**config.mk**
```make
export PLATFORM = sky130hd
export DESIGN_NAME = btpc_queue
export DESIGN_NICKNAME = d
export VERILOG_FILES = /design/src/btpc_pkg.sv /design/src/btpc_queue.sv
export SDC_FILE = /design/constraint.sdc
export NUM_CORES = 1
export LEC_CHECK = 0
export ABC_CLOCK_PERIOD_IN_PS = 2600
export BUFFER_PORTS_ARGS = -buffer_cell sky130_fd_sc_hd__clkbuf_2
export CAP_MARGIN = 20
export CORE_MARGIN = 2
export CORE_UTILIZATION = 45
export DETAILED_ROUTE_END_ITERATION = 16
export GPL_TIMING_DRIVEN = 0
export PLACE_DENSITY = 0.73
export SYNTH_ARGS = -nofsm -noshare
export SYNTH_HDL_FRONTEND = slang
export SYNTH_SLANG_ARGS = --single-unit
```
**constraint.sdc**
```tcl
create_clock -name clk -period 2.6 [get_ports clk]
set_clock_uncertainty 0.1 [all_clocks]
set_input_delay 0.52 -clock clk [delete_from_list [all_inputs] [get_ports clk]]
set_output_delay 0.52 -clock clk [all_outputs]
set_load 0.01 [all_outputs]
```
**src/btpc_pkg.sv**
```systemverilog
`timescale 1ns / 1ps
`default_nettype none

package btpc_pkg;

  // Queue between the temperature front end and the pressure back end
  localparam int QDepth = 4;
  localparam int QAddrW = $clog2(QDepth);
  localparam int QCntW  = $clog2(QDepth + 1);

  // Back end: seven setup stages, one stage per quotient bit, four post stages
  localparam int DivBits    = 64;
  localparam int SetupStg   = 7;
  localparam int PostStg    = 4;
  localparam int BackStages = SetupStg + DivBits + PostStg;
  localparam int FlagStart  = SetupStg - 1;
  localparam int DivEnd     = SetupStg + DivBits - 1;

  localparam logic signed [31:0] FineOffset = 32'sd128000;
  localparam logic [20:0]        PressBase  = 21'd1048576;
  localparam logic [11:0]        DivScale   = 12'd3125;
  localparam logic [63:0]        Bias47     = 64'h0000_8000_0000_0000;

  typedef enum logic [1:0] {
    CfgTemp     = 2'd0,
    CfgPressLow = 2'd1,
    CfgPressMid = 2'd2,
    CfgPressTop = 2'd3
  } cfg_idx_t;

  typedef struct packed {
    logic        [15:0] t1;
    logic signed [15:0] t2;
    logic signed [15:0] t3;
    logic        [15:0] p1;
    logic signed [15:0] p2;
    logic signed [15:0] p3;
    logic signed [15:0] p4;
    logic signed [15:0] p5;
    logic signed [15:0] p6;
    logic signed [15:0] p7;
    logic signed [15:0] p8;
    logic signed [15:0] p9;
  } cal_t;

  typedef struct packed {
    logic signed [31:0] fine;
    logic signed [15:0] centi;
  } tinfo_t;

  typedef struct packed {
    tinfo_t      ti;
    logic [19:0] adc_p;
  } tq_t;

  typedef struct packed {
    logic neg;
    logic zero;
  } dflag_t;

endpackage

`default_nettype wire

```
**src/btpc_queue.sv**
```systemverilog
`timescale 1ns / 1ps
`default_nettype none

module btpc_queue (
  input  wire logic          clk,
  input  wire logic          rst_n,
  input  wire logic          push,
  input  wire btpc_pkg::tq_t push_data,
  input  wire logic          pop,
  output btpc_pkg::tq_t      pop_data,
  output logic               nonempty,
  output logic               not_full
);

  btpc_pkg::tq_t                    mem_r [btpc_pkg::QDepth];
  logic [btpc_pkg::QAddrW-1:0]      wr_ptr_r, rd_ptr_r;
  logic [btpc_pkg::QCntW-1:0]       cnt_r;

  assign pop_data = mem_r[rd_ptr_r];
  assign nonempty = cnt_r != '0;
  assign not_full = cnt_r != btpc_pkg::QCntW'(btpc_pkg::QDepth);

  always_ff @(posedge clk) begin
    if (push) begin
      mem_r[wr_ptr_r] <= push_data;
    end
  end

  always_ff @(posedge clk) begin
    if (!rst_n) begin
      wr_ptr_r <= '0;
      rd_ptr_r <= '0;
      cnt_r    <= '0;
    end else begin
      if (push) begin
        wr_ptr_r <= wr_ptr_r + 1'b1;
      end
      if (pop) begin
        rd_ptr_r <= rd_ptr_r + 1'b1;
      end
      if (push && !pop) begin
        cnt_r <= cnt_r + 1'b1;
      end else if (pop && !push) begin
        cnt_r <= cnt_r - 1'b1;
      end
    end
  end

  a_no_overflow: assert property (@(posedge clk) disable iff (!rst_n)
    push |-> cnt_r != btpc_pkg::QCntW'(btpc_pkg::QDepth) || pop)
    else $error("queue push while full");

  a_no_underflow: assert property (@(posedge clk) disable iff (!rst_n)
    pop |-> cnt_r != '0)
    else $error("queue pop while empty");

  a_count_up: assert property (@(posedge clk) disable iff (!rst_n)
    (push && !pop) |=> cnt_r == btpc_pkg::QCntW'($past(cnt_r) + 1'b1))
    else $error("queue count did not advance on push");

endmodule

`default_nettype wire

```
# After elaboration in Yosys (flattened, before gate mapping)
# Memories as Yosys holds them, arrays and structs flattened. A register that Yosys moved wholly into a read port is not among the register bits.
# Index checks and enable logic that the tools add are counted.
dict set report word_totals {
  input_bits 72
  mem_count 1
  wordCells 21
  ram_bits 272
  out_inout_bits 70
  register_bits 7
}
dict set report classes {
  add_sub_neg 4
  n_reduce_logical 6
  n_mux 6
  n_eq_ne 1
}
# memory words width read_ports rd_clocked_by_memory_dff write_ports line_no
set memory_table {}
lappend memory_table {mem_r 4 68 1 1 1 btpc_queue.sv:15} ;# btpc_pkg::tq_t mem_r [btpc_pkg::QDepth];
# operator n
set ops {}
lappend ops {{$mux W3} 2}
lappend ops {{$add A2 B1 Y2 const B} 2}
lappend ops {{$mux W2} 2}
lappend ops {{$add A3 B1 Y3 const B} 1}
lappend ops {{$ne A3 B3 Y1 const B} 1}
lappend ops {{$reduce_bool A3 Y1} 1}
lappend ops {{$sub A3 B1 Y3 const B} 1}
lappend ops {{$logic_and A1 B1 Y1} 2}
lappend ops {{$logic_not A1 Y1} 2}
lappend ops {{$mux W1} 2}
lappend ops {{$reduce_bool A2 Y1} 1}

# Depth between registers and ports, before layout
dict set report logic_depth {
  word_depth 4
  depth_mapped 7
  mapped_depth_nobuf 7
}

# Worst setup path before layout
# OpenSTA, ideal clock, no wires.
dict set report synth_timing {
  path_kind {register -> register}
  startpoint {register wr_ptr_r[0] (netlist name)}
  endpoint {memory mem_r[0][0] (netlist name), enable pin}
  t_arrival_ns 2.136
  setup_time_ns 0.433
  path_buffers 0
  slack_ns -0.069
  path_stages_with_launch 4
  t_required_ns 2.067
  period_less_slack_ns 2.669
  cell_sequence {dfxtp_1 -> inv_1 -> ha_1 -> and2_1}
}
# item line_no
set synth_lines {}
lappend synth_lines {{from (decl)} btpc_queue.sv:16} ;# logic [btpc_pkg::QAddrW-1:0] wr_ptr_r, rd_ptr_r;
lappend synth_lines {{from (signal assigned)} btpc_queue.sv:36} ;# wr_ptr_r <= wr_ptr_r + 1'b1;
lappend synth_lines {{to (decl)} btpc_queue.sv:15}
# No word-level cell before the write port.

==> out/results.env <==
STATUS='completed'
VIA_COUNT_OF_THE_FIRST_GLOBAL_ROUTING_PASS=5071
DRC=0
WL_PER_CELL_UM=20.4
IR_WORST_VDD_V=0.000540
NUMBER_OF_SINKS_DRIVEN_BY_THE_CLOCK_TREE=281
ANTENNA_FOUND_INITIAL=2
VIAS_PER_CELL=5.29
MAIN_COMBINATIONAL_CELL_FAMILY_BY_AREA_AFTER_SYNTHESIS='multiplexers'
POST_SYNTH_AND_OR_NAND_NOR_AREA_FRACTION_PCT=0.900
FLIP_FLOP_CELL_WITH_THE_HIGHEST_COUNT_AFTER_SYNTHESIS='edfxtp_1'
REGTOREGSETUPSLACK_NS=0.77
REGTOREGENDPOINT='mem_r[3][35]$_DFFE_PP_'
DETAIL_ROUTE.ITER0.VIOLATIONS=243
SYNTH-COMPOUND-AREA-SHARE_PCT=0.122
YS_SEQ_ELEMENTS=281
TIMING.FINAL.SETUP_VIOLATIONS=0
PORTION_OF_THE_POST_SYNTHESIS_AREA_USED_BY_SEQUENTIAL_ELEMENTS_PCT=81.2
SYNTH_EDF_COUNT=272
SOURCE_OF_THE_WORST_REGISTER_TO_REGISTER_TIMING_PATH='wr_ptr_r[0]$_SDFFE_PN0P_'
FIN_CRIT_SH_PCT=98.4
NUM_ROWS=55
GLOBALROUTE.TOTALOVERFLOW=0
WORST_PIN_SLEW_NS=0.542
YOSYSWARNINGCOUNT=0
START_UTIL_PCT=45.7
CRITICAL_PATH_REQUIRED_NS=1.98
ANTENNA_VIOLATING_NETS_POST_ROUTE=0
SYNTH-ADDER-AREA-SHARE_PCT=0.803
MAX_FREQ_MHz=391
INSTANCES_NO_FILL=890
TIMING_MAX_TRANSITION_VIOLATIONS_FINAL=0
HTREEDEPTH=1
POWER.TOTAL_W=0.0100
FLOORPLAN.IO_PINS=142
CLOCK_PIN_SLEW_ON_THE_WORST_SETUP_AND_HOLD_PATHS_NS=0.06
TIMING.SETUP.CRITICAL_PATH_CLASS='reg -> out'
GRT_MAX_DEGREE=39
POST_CTS_HOLD_BUFFER_COUNT=0
PORT-BUFFER-COUNT=141
POST-PLACE-CELLS=830
CRITICAL_PATH_ARRIVAL_NS=1.94
POST_SYNTH_MAIN_AREA_CONTRIBUTORS='edfxtp_1, mux4_2, dfxtp_1, ha_1, buf_12'
POSTSYNTHAREAPERCELL_UM2=25.7
CAP_VIOLATIONS=0
WORSTHOLDSTART='push_data[12]'
OVERALL_ROUTED_NET_LENGTH_UM=18200
DIE_AREA_MM2=0.0241
XOR_XNOR_SHARE_OF_THE_SYNTHESIZED_AREA_PCT=0.426
SETUP.WORST_PATH.END_CLASS='output port'
ROUTE.VIAS.TOTAL=4709
YOSYS.AREA.TOP_TYPE='edfxtp_1'
FINAL_HOLD_VIOL_COUNT=0
SYNTH_MUX_AREA_SHARE_PCT=15.1
SYNTH_FP_NETS=478
SYNTH_ASYNC_SR_FLOP_SHARE_PCT=0
LAYOUT_SETUP_WS_NS=0.0421
SYNTH_CELL_TYPES=21
CLOCK_LATENCY_NS=0.52
WIRE_LENGTH_OF_THE_FIRST_GLOBAL_ROUTING_PASS_UM=28000
HOLD_DEPTH=1
BUFFER_LEVELS_ON_THE_LONGEST_CLOCK_PATH=3
DP_HPWL_UM=11000
MIN_TO='mem_r[3][12]$_DFFE_PP_'
GRT_UTIL_ALL_LAYERS_PCT=15.2
GATE_COUNT_AFTER_TECHNOLOGY_MAPPING=400
CTS_INSERTED_BUFFERS=28
R2R_CELLS=3
SYNTH_TOP_AREA_SHARE_PCT=79.4
FINAL_PERIOD_MINUS_WORST_SETUP_SLACK_NS=2.56
TIMING.CRITICAL_PATH.FROM_TYPE='register'
LAYOUT.NETS=662
DIE_HEIGHT_UM=155
GLOBAL_PLACEMENT_ROUTABILITY_CONGESTION=0.676
SYNTH.TOP_CELLS.BY_COUNT='edfxtp_1, mux4_2, and2_1, dfxtp_1, ha_1'
SYN2LAYOUT_AREA_GROWTH_PCT=21.2
SYNTH_AREA_MM2=0.0103
HOLDWS_NS=0.108
DIE-WIDTH_UM=155
GRT_SETUP_UNREPAIRED='true'
CRIT_PATH_MAX_FANOUT=12
CORE_AREA_MM2=0.0225
DETAILEDROUTE.FIRSTPASSITERATIONCOUNT=4
POST-PLACE-WS_NS=0.351
HP-CLASS='in -> reg'
TRITONCTS='yes'
P_LEAK_nW=4.30
MAXSLEWHEADROOM_PCT=63.9
SYNTH.MOST_COMMON_CELL='edfxtp_1'
DRIVE_GT1_SHARE_PCT=47.2
POWER_DENSITY_mW_PER_MM2=803
CTS_ROOT_BUF='clkbuf_16'
## stage by stage
step	setup TNS [ns]	instance area (µm²)	utilization, %
after CTS	-0.0350	12300	54.8
after floorplan	0	10300	-
after detailed placement	0	11500	50.9
after global placement	-41.73	11300	50.4
final	0	12500	55.4
after global routing	-0.221	12500	55.4
## layout by cell type (no fill, tap or decap), drive strengths merged
master  instances
bufinv          1
dfxtp           9
and2            9
o21ai           1
edfxtp        272
fa              1
nor2            1
xnor2           2
ha              5
clkinv         16
inv             6
nand2           2
or3             2
a21boi          1
buf            23
mux2i           2
xor2            3
mux4           68
nor2b           2
clkbuf        178
diode           1
## layout make-up
cell class                 instances  area [µm²]
antenna                            1        2.50
buffer                            16         164
clock buffer                      31         733
clock inverter                    19         130
fill                            1686       10000
inverter                           4        15.0
multi-input combinational         99        1790
sequential                       281        8350
tap                              285         357
timing repair buffer             154         918
## state kept, by name (all words and copies together), names as in the netlist, named ones only
register,flops
cnt_r,3
mem_r,272
rd_ptr_r,2
wr_ptr_r,2
## routing by layer
metal | track usage [%] | wire [µm] | vias up
li1 | - | - | 2078
met1 | 19.7 | 7290 | 2465
met2 | 26.0 | 9420 | 136
met3 | 3.84 | 1170 | 28
met4 | 3.88 | 254 | 2
met5 | 0 | 13 | -
## worst max-delay path: stages (launching register included)
cell and delay, ns:
dfxtp_2 0.32, buf_6 0.13, buf_12 0.16, clkbuf_16 0.17, mux4_2 0.50, clkbuf_2 0.14
## how the worst max path moves through the flow
stage | slack, ns | cells past startpoint | endpoint
after floorplan | 0.67 | 3 | mem_r[2][0]$_DFFE_PP_
after global placement | -0.17 | 2 | mem_r[0][47]$_DFFE_PP_
after detailed placement | 0.35 | 5 | pop_data[45]
after CTS | -0.01 | 5 | pop_data[39]
after global routing | -0.03 | 5 | pop_data[45]
final | 0.04 | 5 | pop_data[50]
## cells by family after synthesis
| logic type | Yosys count |
|---|---|
| flops | 281 |
| mux | 70 |
| buf+inv | 20 |
| simple gates | 16 |
| fa+ha+maj | 6 |
| xor+xnor | 5 |
| compound gates | 2 |
## repair_timing
action,CTS,global route
setup buffers,0,7
cloned,0,2
resized for setup,8,4
endpoints found under the setup margin,60,28
## power by group
group / leakage [nW] / internal (W) / switching, W
Sequential: 2.57 / 0.00520 / 0.0000548
Clock: 0.433 / 0.00213 / 0.00157
Combinational: 1.30 / 0.000506 / 0.000536
Total: 4.30 / 0.00784 / 0.00217
No activity file was read; power rests on OpenSTA's default activity.
