$ cat config.mk
export PLATFORM = sky130hd
export DESIGN_NAME = btpc_front_flat
export DESIGN_NICKNAME = d
export VERILOG_FILES = /design/src/btpc_pkg.sv /design/src/btpc_in_if.sv /design/src/btpc_front.sv /design/src/flat_wrapper.sv
export SDC_FILE = /design/constraint.sdc
export NUM_CORES = 2
export LEC_CHECK = 0
export BUFFER_PORTS_ARGS = -buffer_cell sky130_fd_sc_hd__buf_2
export CORE_MARGIN = 2
export CORE_UTILIZATION = 60
export CTS_CLUSTER_SIZE = 16
export DETAILED_ROUTE_END_ITERATION = 10
export GPL_TIMING_DRIVEN = 0
export PLACE_DENSITY_LB_ADDON = 0.3
export SLEW_MARGIN = 20
export SYNTH_ARGS = -nofsm -noshare
export SYNTH_HDL_FRONTEND = slang
export SYNTH_SLANG_ARGS = --single-unit
$ cat constraint.sdc
create_clock -name clk -period 18.56 [get_ports clk]
set_input_delay 0.928 -clock clk [delete_from_list [all_inputs] [get_ports clk]]
set_output_delay 0.928 -clock clk [all_outputs]
set_load 0.005 [all_outputs]
$ cat src/btpc_pkg.sv
`timescale 1ns / 1ps
`default_nettype none

package btpc_pkg;

  // Queue between the temperature front end and the pressure back end
  localparam int QDepth = 4;
  localparam int QAddrW = $clog2(QDepth);
  localparam int QCntW  = $clog2(QDepth + 1);

  // Back end: seven setup stages, one stage per quotient bit, four post stages
  localparam int DivBits    = 64;
  localparam int SetupStg   = 7;
  localparam int PostStg    = 4;
  localparam int BackStages = SetupStg + DivBits + PostStg;
  localparam int FlagStart  = SetupStg - 1;
  localparam int DivEnd     = SetupStg + DivBits - 1;

  localparam logic signed [31:0] FineOffset = 32'sd128000;
  localparam logic [20:0]        PressBase  = 21'd1048576;
  localparam logic [11:0]        DivScale   = 12'd3125;
  localparam logic [63:0]        Bias47     = 64'h0000_8000_0000_0000;

  typedef enum logic [1:0] {
    CfgTemp     = 2'd0,
    CfgPressLow = 2'd1,
    CfgPressMid = 2'd2,
    CfgPressTop = 2'd3
  } cfg_idx_t;

  typedef struct packed {
    logic        [15:0] t1;
    logic signed [15:0] t2;
    logic signed [15:0] t3;
    logic        [15:0] p1;
    logic signed [15:0] p2;
    logic signed [15:0] p3;
    logic signed [15:0] p4;
    logic signed [15:0] p5;
    logic signed [15:0] p6;
    logic signed [15:0] p7;
    logic signed [15:0] p8;
    logic signed [15:0] p9;
  } cal_t;

  typedef struct packed {
    logic signed [31:0] fine;
    logic signed [15:0] centi;
  } tinfo_t;

  typedef struct packed {
    tinfo_t      ti;
    logic [19:0] adc_p;
  } tq_t;

  typedef struct packed {
    logic neg;
    logic zero;
  } dflag_t;

endpackage

`default_nettype wire

$ cat src/btpc_in_if.sv
`timescale 1ns / 1ps
`default_nettype none

interface btpc_in_if;
  logic        valid;
  logic        ready;
  logic [19:0] raw_temperature;
  logic [19:0] raw_pressure;

  modport source (output valid, output raw_temperature, output raw_pressure, input ready);
  modport sink   (input valid, input raw_temperature, input raw_pressure, output ready);
endinterface

`default_nettype wire

$ cat src/btpc_front.sv
`timescale 1ns / 1ps
`default_nettype none

module btpc_front (
  input  wire logic           clk,
  input  wire logic           rst_n,
  btpc_in_if.sink             in_bus,
  input  wire btpc_pkg::cal_t cal,
  input  wire logic           q_ready,
  output logic                push,
  output btpc_pkg::tq_t       push_data
);

  logic               adv;
  logic               v1_r, v2_r, v3_r, v4_r;
  logic signed [17:0] d1_r;
  logic signed [16:0] d2_r;
  logic        [19:0] ap1_r, ap2_r, ap3_r, ap4_r;
  logic signed [33:0] ta_prod_r;
  logic signed [33:0] sq_r;
  logic signed [22:0] ta_r;
  logic signed [37:0] tb_prod_r;
  logic signed [31:0] fine_r;

  logic signed [17:0] d1_nxt;
  logic signed [16:0] d2_nxt;
  logic signed [31:0] fine_nxt;
  logic signed [35:0] c5;
  logic signed [27:0] ch;
  logic signed [15:0] centi;

  // advance when the last stage is empty or the queue has room
  assign adv          = !v4_r || q_ready;
  assign in_bus.ready = adv;
  assign push         = v4_r && q_ready;

  assign d1_nxt = $signed({1'b0, in_bus.raw_temperature[19:3]}) - $signed({1'b0, cal.t1, 1'b0});
  assign d2_nxt = $signed({1'b0, in_bus.raw_temperature[19:4]}) - $signed({1'b0, cal.t1});
  assign fine_nxt = $signed({{9{ta_r[22]}}, ta_r})
                  + $signed({{8{tb_prod_r[37]}}, tb_prod_r[37:14]});

  // (fine * 5 + 128) >>> 8, then clamp to 16 bits
  assign c5 = $signed({{4{fine_r[31]}}, fine_r} << 2) + $signed({{4{fine_r[31]}}, fine_r})
            + 36'sd128;
  assign ch = c5[35:8];

  always_comb begin
    if (ch > 28'sd32767) begin
      centi = 16'sh7fff;
    end else if (ch < -28'sd32768) begin
      centi = 16'sh8000;
    end else begin
      centi = ch[15:0];
    end
  end

  assign push_data.ti.fine  = fine_r;
  assign push_data.ti.centi = centi;
  assign push_data.adc_p    = ap4_r;

  always_ff @(posedge clk) begin
    if (!rst_n) begin
      v1_r <= 1'b0;
      v2_r <= 1'b0;
      v3_r <= 1'b0;
      v4_r <= 1'b0;
    end else if (adv) begin
      v1_r <= in_bus.valid;
      v2_r <= v1_r;
      v3_r <= v2_r;
      v4_r <= v3_r;
    end
  end

  always_ff @(posedge clk) begin
    if (adv) begin
      d1_r      <= d1_nxt;
      d2_r      <= d2_nxt;
      ap1_r     <= in_bus.raw_pressure;
      ta_prod_r <= d1_r * $signed(cal.t2);
      sq_r      <= d2_r * d2_r;
      ap2_r     <= ap1_r;
      ta_r      <= ta_prod_r[33:11];
      tb_prod_r <= $signed(sq_r[33:12]) * $signed(cal.t3);
      ap3_r     <= ap2_r;
      fine_r    <= fine_nxt;
      ap4_r     <= ap3_r;
    end
  end

endmodule

`default_nettype wire

$ cat src/flat_wrapper.sv
// flat-port wrapper written by rule: the top's interface ports become plain ports
module btpc_front_flat 
  (clk, rst_n, cal, q_ready, push, push_data, in_bus_valid, in_bus_raw_temperature, in_bus_raw_pressure, in_bus_ready);
  btpc_in_if in_bus_i ();
  input  wire logic clk;
  input  wire logic rst_n;
  input  wire btpc_pkg::cal_t cal;
  input  wire logic q_ready;
  output logic push;
  output btpc_pkg::tq_t push_data;
  input wire logic [$bits(in_bus_i.valid)-1:0] in_bus_valid;
  input wire logic [$bits(in_bus_i.raw_temperature)-1:0] in_bus_raw_temperature;
  input wire logic [$bits(in_bus_i.raw_pressure)-1:0] in_bus_raw_pressure;
  output wire logic [$bits(in_bus_i.ready)-1:0] in_bus_ready;
  assign in_bus_i.valid = in_bus_valid;
  assign in_bus_i.raw_temperature = in_bus_raw_temperature;
  assign in_bus_i.raw_pressure = in_bus_raw_pressure;
  assign in_bus_ready = in_bus_i.ready;
  btpc_front u_core (.clk(clk), .rst_n(rst_n), .in_bus(in_bus_i), .cal(cal), .q_ready(q_ready), .push(push), .push_data(push_data));
endmodule
==> Word-level counts from Yosys, hierarchy flattened <==
Cells that the tools add are included.
{ "classes": {"n_addsub": 5, "multipliers": 3, "magnitude_cmp": 2, "muxes": 2, "n_reduce_logical": 3} }
{ "ops": {"columns": ["operator", "count"], "rows": [
  ["22-bit by 16-bit multiplier with 38-bit output", 1],
  ["36-bit by 9-bit adder with 36-bit output (second input constant)", 1],
  ["17-bit by 17-bit multiplier with 34-bit output", 1],
  ["18-bit by 16-bit multiplier with 34-bit output", 1],
  ["16-bit two-way mux", 2],
  ["27-bit by 25-bit adder with 28-bit output", 1],
  ["28-bit by 16-bit greater-than comparator with 1-bit output (second input constant)", 1],
  ["28-bit by 16-bit less-than comparator with 1-bit output (second input constant)", 1],
  ["23-bit by 24-bit adder with 25-bit output", 1],
  ["17-bit by 17-bit subtractor with 18-bit output", 1],
  ["16-bit by 16-bit subtractor with 17-bit output", 1],
  ["1-bit logical AND", 1],
  ["1-bit logical NOT", 1],
  ["1-bit logical OR", 1]
]} }
{ "word_totals": {"reg_bits": 273, "inputBits": 236, "output_inout_bits": 70, "word_cells": 30} }

==> Depth between registers and ports, before layout <==
{ "logic_depth": {"depth_word": 5, "mapped_depth": 26, "ltp_nobuf": 25} }

==> Worst setup path before layout <==
Ideal clock, no wire load.
{ "synth_path": {"path_type": "input -> register", "startpoint": "input port cal[164] (netlist bit)", "endpoint": "register u_core.ta_prod_r[33] (data pin)", "setup_ns": 0.260, "t_arrival_ns": 6.847, "t_required_ns": 18.300, "setup_slack_ns": 11.453, "stages": 24, "n_path_buf": 2, "cell_sequence": "clkbuf_1 clkbuf_1 nand2_1 fa_1 inv_1 fa_1 inv_1 fa_1 fa_1 fa_1 fa_1 inv_1 ha_1 a211oi_1 nand2_1 a2111oi_0 nor4_1 and3b_1 o2111ai_1 a2111oi_0 nor2_1 o2111ai_1 a21oi_1 xnor2_1"} }
{ "synth_between": {"elab_chain_cells": 1} }
{ "synth_rtl": {"columns": ["item", "line", "source"], "rows": [
  ["start, declared", "flat_wrapper.sv:7", "input wire btpc_pkg::cal_t cal;"],
  ["18-bit by 16-bit multiplier with 34-bit output", "btpc_front.sv:80", "ta_prod_r <= d1_r * $signed(cal.t2);"],
  ["end signal, assigned", "btpc_front.sv:80", null],
  ["end, declared", "btpc_front.sv:19", "logic signed [33:0] ta_prod_r;"]
]} }
Every way passes these cells.
A chain may end at the register's enable or synchronous reset.

==> Final worst setup path <==
{ "layout_path": {"startpoint": "register u_core.d2_r[11]", "endpoint": "register u_core.sq_r[32] (data pin)"} }
{ "layout_between": {"elab_chain_cells": 1} }
{ "layout_rtl": {"columns": ["item", "line", "source"], "rows": [
  ["start, declared", "btpc_front.sv:17", "logic signed [16:0] d2_r;"],
  ["start signal, assigned", "btpc_front.sv:78", "d2_r <= d2_nxt;"],
  ["17-bit by 17-bit multiplier with 34-bit output", "btpc_front.sv:81", "sq_r <= d2_r * d2_r;"],
  ["end signal, assigned", "btpc_front.sv:81", null],
  ["end, declared", "btpc_front.sv:20", "logic signed [33:0] sq_r;"]
]} }
Every way passes these cells.

==> impl_metrics.py <==
metrics = {
    "run_status": {
        "outcome": "finished, final reports clean",
    },
    "synthesis": {
        "synth_common_cells": "inv_1 (1,112), fa_1 (907), nand2_1 (481), ha_1 (325), and2_1 (303)",
        "syn_inst": 4227,
        "ys_seq_area_share_pct": 15.5,
        "synth_most_common_cell": "inv_1",
        "synth.largest_area_cell": "fa_1",
        "async_flop_share_pct": 0,
        "synth.top_cell.area_share_pct": 43.0,
        "synth_flop_cell": "edfxtp_1",
        "yosysUniqueCellTypes": 81,
        "yosys_warnings": 0,
        "synth-seq-cells": 219,
        "synth_nets": 5695,
        "synth_area_leaders": "fa_1 (43%), edfxtp_1 (15%), inv_1 (9.9%), ha_1 (9.6%), and2_1 (4.5%)",
        "syn_area_sq_um": 42200,
        "synth_edf_count": 215,
        "syn_avg_cell_area_sq_um": 9.99,
    },
    "cells_and_area": {
        "fin_cells": 5372,
        "nets": 5877,
        "drive_gt1_share_pct": 5.74,
        "syn2layout_area_growth_pct": 6.98,
        "fin_util_pct": 64.7,
    },
    "global_routing": {
        "grt_use_total_pct": 28.9,
        "grt_max_degree": 102,
        "first_global_vias": 31400,
        "grt_pass1_wl_mm": 164,
        "grt-ovfl-total": 0,
        "antenna_found_initial": 5,
    },
    "timing": {
        "tightest_slew_ps": 1090,
        "maxSlewViolCount": 0,
        "slew-limit-headroom_pct": 26.9,
        "min_period_over_period_pct": 46.3,
        "worst_slack_ps": 9970,
        "fin_crit_ps": 8590,
        "rsz0062_at_grt": "no",
        "fin_tns_setup_ps": 0,
        "fin_worst_skew_ps": 17.8,
        "fmax_mhz": 116,
        "hold_viol_final": 0,
        "setup_viol_count_final": 0,
    },
    "die": {
        "die-area_sq_um": 72500,
        "io_pins": 306,
        "die_x_um": 269,
        "core_area_sq_um": 69800,
        "die_y_um": 269,
        "start_util_pct": 60.5,
        "row_count": 97,
    },
    "detailed_routing": {
        "post-route-drc-count": 0,
        "first_pass_iters": 7,
        "wire_per_inst_um": 18.6,
        "vias": 28900,
        "drt_iter0_markers": 2342,
        "vias_per_cell": 5.37,
        "postRouteAntennaNets": 0,
        "drt-total-wl_mm": 99.8,
    },
    "worst_setup_path": {
        "setup.worst_path.end_class": "flip-flop",
        "r2r_start": "u_core.d2_r[11]",
        "worstReg2RegEnd": "u_core.sq_r[32]",
        "crit_type": "reg2reg",
        "reg2regPathDepth": 24,
        "start_kind": "flip-flop",
        "reg2reg_slack_ps": 9970,
        "cp.arrival_ps": 8890,
        "crit_required_ps": 18860,
        "crit_fanout": 10,
    },
    "place": {
        "dp_worst_setup_slack_ps": 10110,
        "numPortBuffers": 152,
        "hpwl_mm": 83.8,
        "dp_cells": 5322,
        "gp_congestion": 0.995,
    },
    "clocking": {
        "htree_levels": 1,
        "cts.sinks": 219,
        "clk_pin_slew_worst_paths_ps": 60,
        "cts_tree": "yes",
        "root_buffer": "clkbuf_16",
        "cts_max_path_buffers": 3,
        "insertion_delay_ps": 560,
        "cts_buffers": 25,
        "hold_buffers": 0,
        "ctsResizeCount": 0,
        "post_cts_buffers": 0,
    },
    "worst_hold_path": {
        "hold_path_end": "u_core.ap4_r[2]",
        "hold_depth": 0,
        "hold_start": "u_core.ap3_r[2]",
        "hold_path.class": "reg2reg",
    },
    "flow_run": {
        "maxCapViolCount": 0,
    },
}
-- worst max-delay path, stage by stage, from the launching register on --
cell	delay (ps)
edfxtp_1	420
clkbuf_1	670
clkbuf_1	620
nand2_1	270
fa_1	610
inv_1	70
fa_1	540
inv_1	50
fa_1	500
inv_1	50
fa_1	550
inv_1	50
fa_1	500
inv_1	50
fa_1	450
ha_1	340
nand4_1	120
o31ai_1	910
o211ai_1	240
a21oi_1	310
o31ai_1	190
o21ai_0	460
o21a_1	190
nor2_1	60
xnor2_1	120
-- metal layers --
metal / track usage (%) / wire, um / up-vias
met1: 37.9 / 39000 / 14400
met3: 4.08 / 7800 / 300
li1: - / - / 13000
met2: 48.1 / 47600 / 1182
met5: 0 / 0 / -
met4: 12.8 / 5370 / 0
-- through the flow --
step	instance area, sq um	hold WS [ps]
2_1_floorplan	42200	400
3_3_place_gp	44100	401
3_5_place_dp	44200	405
4_1_cts	45100	404
5_1_grt	45100	423
6_report	45200	414
-- worst max-delay path by stage --
stage	start	end	cells after the start	slack [ps]
after global placement	cal[164]	u_core.ta_prod_r[33]	24	9490
after CTS	u_core.d2_r[11]	u_core.sq_r[32]	24	10050
after global routing	u_core.d2_r[11]	u_core.sq_r[32]	24	9690
final	u_core.d2_r[11]	u_core.sq_r[32]	24	9970
after detailed placement	cal[164]	u_core.ta_prod_r[33]	25	10110
after floorplan	cal[164]	u_core.ta_prod_r[33]	24	11450
-- placed cells by master (no fill, tap or decap), types with 25 or more instances in the layout --
cell and count:
a21o_1 36, a21oi_1 60, and2_1 303, buf_2 157, clkbuf_1 135, clkbuf_16 25, edfxtp_1 215, fa_1 907
ha_1 325, inv_1 1111, nand2_1 481, nand2b_1 28, nand3_1 29, nor2_1 134, nor2b_1 25, nor3_1 29
o21ai_0 41, xnor2_1 114, xor2_1 31
-- logic make-up (layout without fill, tap and decap cells) --
group | count (synthesis) | in the layout | share of synthesized area, %
other cells | 0 | 4 | 0
xor+xnor | 151 | 151 | 3.25
flops | 219 | 219 | 15.5
fa+ha+maj | 1232 | 1232 | 52.7
buf+inv | 1260 | 1461 | 11.3
mux | 4 | 4 | 0.0949
simple gates | 1090 | 1090 | 12.5
compound gates | 271 | 271 | 4.66
-- layout make-up --
class | instances | area, sq um
fill | 5624 | 24600
timing repair buffer | 155 | 821
antenna | 4 | 10.0
multi-input combinational | 2748 | 30900
tap | 940 | 1180
clock buffer | 29 | 641
clock inverter | 17 | 284
sequential | 219 | 6540
buffer | 147 | 609
inverter | 1113 | 4190
-- flip-flops by register name (all words and copies together), names as in the netlist, 17 cells and up --
register          cells
u_core.fine_r        25
u_core.tb_prod_r     24
u_core.ta_prod_r     23
u_core.ta_r          23
u_core.sq_r          22
u_core.ap1_r         20
u_core.ap2_r         20
u_core.ap3_r         20
u_core.ap4_r         20
u_core.d2_r          17
Power is not shown: default switching activity piles up to over one toggle a cycle in this logic, so the estimate is an artifact.
